File: src/rtl/irt_pkg.sv
// Shared types, widths and helpers for the radix text formatter.
// Used by irt_div, irt_dbuf and integer_to_radix_text_unit; no dependencies.
`timescale 1ns / 1ps

package irt_pkg;

  localparam int VAL_W      = 64;
  localparam int RADIX_W    = 5;
  localparam int LEN_W      = 7;
  localparam int CHAR_W     = 8;
  localparam int DIGIT_W    = 4;
  localparam int MAX_DIGITS = 64;
  localparam int CNT_W      = $clog2(MAX_DIGITS + 1);
  localparam int IDX_W      = $clog2(MAX_DIGITS);
  localparam int STEP_W     = $clog2(VAL_W);

  localparam logic [RADIX_W-1:0] RADIX_MIN = RADIX_W'(2);
  localparam logic [RADIX_W-1:0] RADIX_MAX = RADIX_W'(16);

  typedef enum logic [2:0] {
    ST_IDLE,
    ST_BAD,
    ST_LOAD,
    ST_DIVIDE,
    ST_FETCH,
    ST_EMIT
  } state_t;

  typedef struct packed {
    logic               start;
    logic [RADIX_W-1:0] divisor;
  } div_req_t;

  typedef struct packed {
    logic busy;
    logic done;
  } div_stat_t;

  // Upper-case digit symbol for a value 0..15.
  function automatic logic [CHAR_W-1:0] digit_char(input logic [DIGIT_W-1:0] d);
    logic [CHAR_W-1:0] c;
    if (d < DIGIT_W'(10)) begin
      c = CHAR_W'("0") + CHAR_W'(d);
    end else begin
      c = CHAR_W'("A") + CHAR_W'(d) - CHAR_W'(10);
    end
    return c;
  endfunction

endpackage

File: src/rtl/integer_to_radix_text_unit.sv
// Converts an unsigned 64-bit value to text in radix 2..16 and streams it out
// one character per item: pad bytes up to min_length (capped at 64), then
// digits most significant first in 0-9/A-F, with last on the final character.
// A radix outside 2..16 gives a single item with bad_radix and last set and
// text_char 0. One input item is handled at a time; in_ready is high only
// when idle. Each digit takes one pass of the shared bit-serial divider
// (a load, 64 shift/subtract steps, then the remainder is stored), and each
// output character goes through the registered digit buffer (a fetch, then
// an emit), so an item's time grows with its digits and characters, plus any
// output stall. Depends on irt_pkg, irt_div and irt_dbuf.
`timescale 1ns / 1ps

module integer_to_radix_text_unit
  import irt_pkg::*;
(
  input  logic               clk,
  input  logic               rst,
  input  logic               in_valid,
  output logic               in_ready,
  input  logic [VAL_W-1:0]   value,
  input  logic [RADIX_W-1:0] radix,
  input  logic [LEN_W-1:0]   min_length,
  input  logic [CHAR_W-1:0]  pad_char,
  output logic               out_valid,
  input  logic               out_ready,
  output logic [CHAR_W-1:0]  text_char,
  output logic               last,
  output logic               bad_radix
);

  state_t             state, state_next;
  logic [VAL_W-1:0]   num, num_next;
  logic [RADIX_W-1:0] radix_r, radix_r_next;
  logic [CNT_W-1:0]   minlen, minlen_next;
  logic [CHAR_W-1:0]  pad, pad_next;
  logic [CNT_W-1:0]   ndig, ndig_next;
  logic [CNT_W-1:0]   total, total_next;
  logic [CNT_W-1:0]   k, k_next;
  logic               out_valid_next;
  logic [CHAR_W-1:0]  text_char_next;
  logic               last_next;
  logic               bad_radix_next;

  div_req_t           div_req;
  div_stat_t          div_stat;
  logic [VAL_W-1:0]   div_quot;
  logic [DIGIT_W-1:0] div_rem;

  logic               wr_en;
  logic               rd_en;
  logic [IDX_W-1:0]   rd_addr;
  logic [DIGIT_W-1:0] rd_data;

  logic               slot_free;
  logic [CNT_W-1:0]   ndig_inc;
  logic [CNT_W-1:0]   npad;
  logic               at_end;

  irt_div u_div (
    .clk      (clk),
    .rst      (rst),
    .req      (div_req),
    .dividend (num),
    .stat     (div_stat),
    .quot     (div_quot),
    .rem      (div_rem)
  );

  irt_dbuf u_dbuf (
    .clk     (clk),
    .wr_en   (wr_en),
    .wr_addr (ndig[IDX_W-1:0]),
    .wr_data (div_rem),
    .rd_en   (rd_en),
    .rd_addr (rd_addr),
    .rd_data (rd_data)
  );

  always_ff @(posedge clk) begin
    if (rst) begin
      state     <= ST_IDLE;
      out_valid <= 1'b0;
      ndig      <= '0;
    end else begin
      state     <= state_next;
      out_valid <= out_valid_next;
      ndig      <= ndig_next;
    end
  end

  always_ff @(posedge clk) begin
    num       <= num_next;
    radix_r   <= radix_r_next;
    minlen    <= minlen_next;
    pad       <= pad_next;
    total     <= total_next;
    k         <= k_next;
    text_char <= text_char_next;
    last      <= last_next;
    bad_radix <= bad_radix_next;
  end

  always_comb begin
    slot_free = !out_valid || out_ready;
    ndig_inc  = ndig + CNT_W'(1);
    npad      = total - ndig;
    at_end    = (k == total - CNT_W'(1));
    // Digits sit least significant first, so character k reads from the top.
    rd_addr   = IDX_W'(total - CNT_W'(1) - k);

    state_next      = state;
    num_next        = num;
    radix_r_next    = radix_r;
    minlen_next     = minlen;
    pad_next        = pad;
    ndig_next       = ndig;
    total_next      = total;
    k_next          = k;
    out_valid_next  = out_valid && !out_ready;
    text_char_next  = text_char;
    last_next       = last;
    bad_radix_next  = bad_radix;
    div_req.start   = 1'b0;
    div_req.divisor = radix_r;
    wr_en           = 1'b0;
    rd_en           = 1'b0;
    in_ready        = 1'b0;

    unique case (state)
      ST_IDLE: begin
        in_ready = 1'b1;
        if (in_valid) begin
          num_next     = value;
          radix_r_next = radix;
          pad_next     = pad_char;
          ndig_next    = '0;
          if (min_length > LEN_W'(MAX_DIGITS)) begin
            minlen_next = CNT_W'(MAX_DIGITS);
          end else begin
            minlen_next = CNT_W'(min_length);
          end
          if (radix < RADIX_MIN || radix > RADIX_MAX) begin
            state_next = ST_BAD;
          end else begin
            state_next = ST_LOAD;
          end
        end
      end
      ST_BAD: begin
        if (slot_free) begin
          out_valid_next = 1'b1;
          text_char_next = '0;
          last_next      = 1'b1;
          bad_radix_next = 1'b1;
          state_next     = ST_IDLE;
        end
      end
      ST_LOAD: begin
        div_req.start = 1'b1;
        state_next    = ST_DIVIDE;
      end
      ST_DIVIDE: begin
        if (div_stat.done) begin
          wr_en     = 1'b1;
          ndig_next = ndig_inc;
          num_next  = div_quot;
          if (div_quot == '0 || ndig_inc == CNT_W'(MAX_DIGITS)) begin
            total_next = (ndig_inc > minlen) ? ndig_inc : minlen;
            k_next     = '0;
            state_next = ST_FETCH;
          end else begin
            state_next = ST_LOAD;
          end
        end
      end
      ST_FETCH: begin
        rd_en      = 1'b1;
        state_next = ST_EMIT;
      end
      ST_EMIT: begin
        if (slot_free) begin
          out_valid_next = 1'b1;
          text_char_next = (k < npad) ? pad : digit_char(rd_data);
          last_next      = at_end;
          bad_radix_next = 1'b0;
          if (at_end) begin
            state_next = ST_IDLE;
          end else begin
            k_next     = k + CNT_W'(1);
            state_next = ST_FETCH;
          end
        end
      end
      default: begin
        state_next = ST_IDLE;
      end
    endcase
  end

`ifndef SYNTHESIS
  a_done_in_divide: assert property (@(posedge clk) disable iff (rst)
    div_stat.done |-> state == ST_DIVIDE)
    else $error("divider finished outside the divide phase");

  a_bad_is_last: assert property (@(posedge clk) disable iff (rst)
    out_valid && bad_radix |-> last)
    else $error("bad radix item not flagged last");

  a_accept_leaves_idle: assert property (@(posedge clk) disable iff (rst)
    in_valid && in_ready |=> state != ST_IDLE)
    else $error("accepted item did not start work");

  a_digit_bound: assert property (@(posedge clk) disable iff (rst)
    ndig <= CNT_W'(MAX_DIGITS))
    else $error("digit count beyond buffer depth");
`endif

endmodule

File: src/rtl/irt_div.sv
// Bit-serial restoring divider: 64-bit dividend by a 5-bit radix, one
// quotient bit per cycle. Depends on irt_pkg.
`timescale 1ns / 1ps

module irt_div
  import irt_pkg::*;
(
  input  logic               clk,
  input  logic               rst,
  input  div_req_t           req,
  input  logic [VAL_W-1:0]   dividend,
  output div_stat_t          stat,
  output logic [VAL_W-1:0]   quot,
  output logic [DIGIT_W-1:0] rem
);

  logic [VAL_W-1:0]   dvd;
  logic [DIGIT_W-1:0] rem_r;
  logic [STEP_W-1:0]  step;
  logic               busy;
  logic               done;

  logic [DIGIT_W:0]   rem_sh;
  logic               fits;
  logic [DIGIT_W:0]   rem_sub;

  always_comb begin
    rem_sh  = {rem_r, dvd[VAL_W-1]};
    fits    = (rem_sh >= req.divisor);
    rem_sub = rem_sh - req.divisor;
  end

  always_ff @(posedge clk) begin
    if (rst) begin
      busy <= 1'b0;
      done <= 1'b0;
    end else if (req.start) begin
      busy <= 1'b1;
      done <= 1'b0;
    end else if (busy) begin
      if (step == STEP_W'(VAL_W - 1)) begin
        busy <= 1'b0;
        done <= 1'b1;
      end
    end else begin
      done <= 1'b0;
    end
  end

  always_ff @(posedge clk) begin
    if (req.start) begin
      dvd   <= dividend;
      rem_r <= '0;
      step  <= '0;
    end else if (busy) begin
      // Shift in the next dividend bit, subtract the radix when it fits.
      dvd   <= {dvd[VAL_W-2:0], fits};
      rem_r <= fits ? rem_sub[DIGIT_W-1:0] : rem_sh[DIGIT_W-1:0];
      step  <= step + STEP_W'(1);
    end
  end

  assign stat.busy = busy;
  assign stat.done = done;
  assign quot      = dvd;
  assign rem       = rem_r;

endmodule

File: src/rtl/irt_dbuf.sv
// Digit buffer: one write port, one registered read port, digit values 0..15.
// Depends on irt_pkg.
`timescale 1ns / 1ps

module irt_dbuf
  import irt_pkg::*;
(
  input  logic               clk,
  input  logic               wr_en,
  input  logic [IDX_W-1:0]   wr_addr,
  input  logic [DIGIT_W-1:0] wr_data,
  input  logic               rd_en,
  input  logic [IDX_W-1:0]   rd_addr,
  output logic [DIGIT_W-1:0] rd_data
);

  logic [DIGIT_W-1:0] mem [MAX_DIGITS];

  always_ff @(posedge clk) begin
    if (wr_en) begin
      mem[wr_addr] <= wr_data;
    end
  end

  always_ff @(posedge clk) begin
    if (rd_en) begin
      rd_data <= mem[rd_addr];
    end
  end

endmodule
File: config.mk
export PLATFORM = sky130hd
export DESIGN_NAME = integer_to_radix_text_unit
export DESIGN_NICKNAME = d
export VERILOG_FILES = /design/src/rtl/irt_pkg.sv /design/src/rtl/integer_to_radix_text_unit.sv /design/src/rtl/irt_div.sv /design/src/rtl/irt_dbuf.sv
export SDC_FILE = /design/constraint.sdc
export NUM_CORES = 1
export LEC_CHECK = 0
export ABC_AREA = 1
export BUFFER_PORTS_ARGS = -buffer_cell sky130_fd_sc_hd__buf_2
export CAP_MARGIN = 15
export CORE_MARGIN = 8
export CORE_UTILIZATION = 61
export DETAILED_ROUTE_END_ITERATION = 10
export PLACE_DENSITY_LB_ADDON = 0.1
export SYNTH_ARGS = -nofsm -noshare
export SYNTH_HDL_FRONTEND = slang
export SYNTH_SLANG_ARGS = --single-unit
File: constraint.sdc
create_clock -name clk -period 4 [get_ports clk]
set_input_delay 0.4 -clock clk [delete_from_list [all_inputs] [get_ports clk]]
set_output_delay 0.4 -clock clk [all_outputs]
set_load 0.01 [all_outputs]
==> flow_summary.json <==
{
  "io_pins": 100,
  "drtAntennaViolNets": 0,
  "cts_buffers": 47,
  "leakagePower_uw": 0.00840,
  "final_nets": 2086,
  "die_h_um": 198,
  "end_kind": "register",
  "hold_buffers": 0,
  "synth_cell_types": 46,
  "min-delay-start": "pad_char[5]",
  "die-area_sq_um": 39300,
  "cp_num_buf_inv": 3,
  "seqPwrFrac_pct": 51.4,
  "yosysSeqAreaShare_pct": 66.3,
  "fin_area_sq_um": 22600,
  "post-route-period-util_pct": 84.4,
  "vias": 13819,
  "power_frac_comb_pct": 11.1,
  "placed_cell_area_sq_um": 21000,
  "drv_slew": 0,
  "ys_seq_elements": 455,
  "ir_worst_vdd_mv": 0.568,
  "worstSkewPairLatency_ps": 550,
  "netSwitchingFraction_pct": 24.4,
  "yosysWarnings": 0,
  "grt_max_degree": 84,
  "power_uw": 11800,
  "io_buffers": 99,
  "syn-instance-count": 1885,
  "start_kind": "register",
  "drt_wl_total_um": 44700,
  "gp_congestion": 0.874,
  "grt_pass1_wl_um": 71400,
  "power_density_nw_per_um2": 524,
  "rr_startpoint": "total[0]$_DFFE_PP_",
  "slowest_stage": "edfxtp_1",
  "critical_path_arrival_ps": 3650,
  "highest-signal-layer": "met4",
  "grt_usage_pct": 22.8,
  "setup-tns-final_ps": 0,
  "n_antenna_cell": 0,
  "std_cell_rows": 66,
  "cts_sinks": 455,
  "cts_root_buffer": "clkbuf_16",
  "reg2reg_slack_ps": 630,
  "path_class": "register to register",
  "overflow": 0,
  "crit_path_start": "total[0]$_DFFE_PP_",
  "drive_gt1_share_pct": 10.9,
  "antenna_found_initial": 0,
  "route.met3.wl_um": 3160,
  "cp_slowest_stage_delay_ps": 450,
  "clockPowerShare_pct": 37.4,
  "wire_per_inst_um": 18.3,
  "grt_pass1_vias": 13825,
  "slew_headroom_pct": 29.2,
  "cts_tree": "done",
  "rsz0062_at_grt": "false",
  "cp_cell_sequence": "inv_1, ha_1, inv_1, fa_1, a21oi_1, o21ai_0, a21o_1, a21oi_1, xor2_1, ha_1, nand2_1, o21a_1, nand2_1, inv_1, nand2_1, a21oi_1",
  "syn-num-nets": 2010,
  "viasPerCell": 5.67,
  "clk_pin_slew_worst_paths_ps": 60,
  "cts.htree.levels": 2,
  "cts_buffer_depth": 3,
  "setup_violations": 0,
  "dp_hpwl_um": 29000,
  "post-route-min-period_ps": 3370,
  "core-area_sq_um": 32600,
  "met1_length_um": 19000,
  "areaGrowthSynthToFinish_pct": 11.4,
  "post_cts_resized": 0,
  "skew_ps": 13.7,
  "die_width_um": 198,
  "tightest_slew_ps": 1050,
  "postSynthAreaPerCell_sq_um": 10.7,
  "cp_top_family": "adder cells",
  "worstPathMaxFanout": 11,
  "whs_ps": 32.4,
  "drv_cap": 0,
  "initial_core_util_pct": 62.1,
  "post_cts_buffers": 0,
  "synth_area_sq_um": 20300,
  "internal_power_uw": 8940,
  "outcome": "finished clean",
  "timing.final.hold_violations": 0,
  "dr.pass1.iters": 5,
  "p_sw_uw": 2880,
  "max_freq_mhz": 296,
  "drt_iter0_markers": 1254,
  "met2_length_um": 21200,
  "cp.required_ps": 4270,
  "holdCritPathClass": "input port to register",
  "drc": 0
}
-- cells in the mapped netlist (all sizes together) --
cell    instances  area, sq um
nand2         353         1330
a31oi           2         12.5
nor2          266         1020
xnor2           9         86.3
nor4            1         6.26
o211ai          3         22.5
ha             34          425
a22oi           1         7.51
nor3b           2         15.0
nand3b          1         7.51
dfxtp          23          460
nand3          74          383
nor3           25          136
a41oi           1         8.76
buf            52          362
a21o            1         7.51
fa              3         60.1
o21a            2         15.0
o21ai         278         1400
a211oi          2         20.0
inv           159          599
xor2           10          103
clkbuf         38          145
o22ai          64          400
a21oi          40          204
and3            1         6.26
o31ai           1         7.51
edfxtp        432        13000
nand4           7         43.8
-- registers in the layout (all words and copies together) (netlist names) --
register        cells
last                1
ndig                7
bad_radix           1
state               3
num                64
minlen              7
u_div.busy          1
u_div.quot         64
pad                 8
radix_r             5
u_div.done          1
k                   7
u_div.rem           4
u_div.step          6
u_dbuf.rd_data      4
text_char           8
out_valid           1
u_dbuf.mem        256
total               7
-- through the flow --
step,util [%],cells,worst slack (ps)
floorplan,-,1885,982
global placement,64.3,2354,795
detailed placement,64.3,2354,665
CTS,69.2,2437,646
global route,69.2,2437,262
finish,69.2,2437,625
-- worst reg2reg max path: stages (launching register included) --
cell	delay [ps]
edfxtp_1	450
inv_1	160
ha_1	170
inv_1	60
fa_1	400
a21oi_1	130
o21ai_0	130
a21o_1	180
a21oi_1	160
xor2_1	100
ha_1	310
nand2_1	70
o21a_1	180
nand2_1	290
inv_1	180
nand2_1	100
a21oi_1	60
-- layout make-up --
| type | count | area (sq um) |
|---|---|---|
| sequential | 455 | 13400 |
| inverter | 159 | 601 |
| multi-input combinational | 1181 | 5740 |
| timing repair buffer | 117 | 656 |
| tap | 442 | 553 |
| clock buffer | 59 | 1290 |
| clock inverter | 24 | 287 |
| fill | 2450 | 10000 |
-- power by group through the flow --
stage                     clock network (uW)  logic (uW)  registers, uW
after detailed placement                   0        1320           6180
after CTS                               4480        1320           6080
final                                   4420        1320           6080
after global routing                    4640        1480           6110
after floorplan                            0         639           6330
after global placement                     0        1290           6170
-- cells by family after synthesis --
kind of cell             count (synthesis)  synth area share, %
AO/OA/AOI/OAI                          395                 10.4
flip-flops                             455                 66.3
AND/OR/NAND/NOR                        730                 14.5
adder cells (fa/ha/maj)                 37                 2.40
XOR/XNOR                                19                0.933
buffers and inverters                  249                 5.46
-- layer usage --
metal | vias up | global-route usage (%)
met1 | 6537 | 30.3
met3 | 89 | 3.87
li1 | 6704 | -
met4 | 0 | 7.55
met5 | - | 0
met2 | 489 | 37.9
-- final timing paths --
path / depth (start not counted) / end
worst max-delay path: 16 / text_char[5]$_SDFFCE_PN0P_
worst min-delay path: 1 / pad[5]$_DFFE_PP_
worst max register to register: 16 / text_char[5]$_SDFFCE_PN0P_
worst min register to register: 2 / u_div.step[5]$_SDFFE_PP0P_
-- cells in the final DEF (no fill, tap or decap), types with 7 or more instances in the layout --
master     Yosys  routed
dfxtp_1       23      19
inv_1        151     150
o22ai_1       64      64
o21ai_0      210     210
buf_2         31      99
buf_4          9      16
nand4_1        7       7
edfxtp_1     432     432
clkinv_2       0       9
nor2_1       263     262
clkbuf_16      0      49
a21oi_1       39      39
clkbuf_1      36       7
nand2_1      352     351
inv_2          7       7
ha_1          34      33
o21ai_1       67      67
xor2_1         8       8
nor3_1        24      24
xnor2_1        8       8
nand3_1       73      73
(Power assumes the default switching activity.)
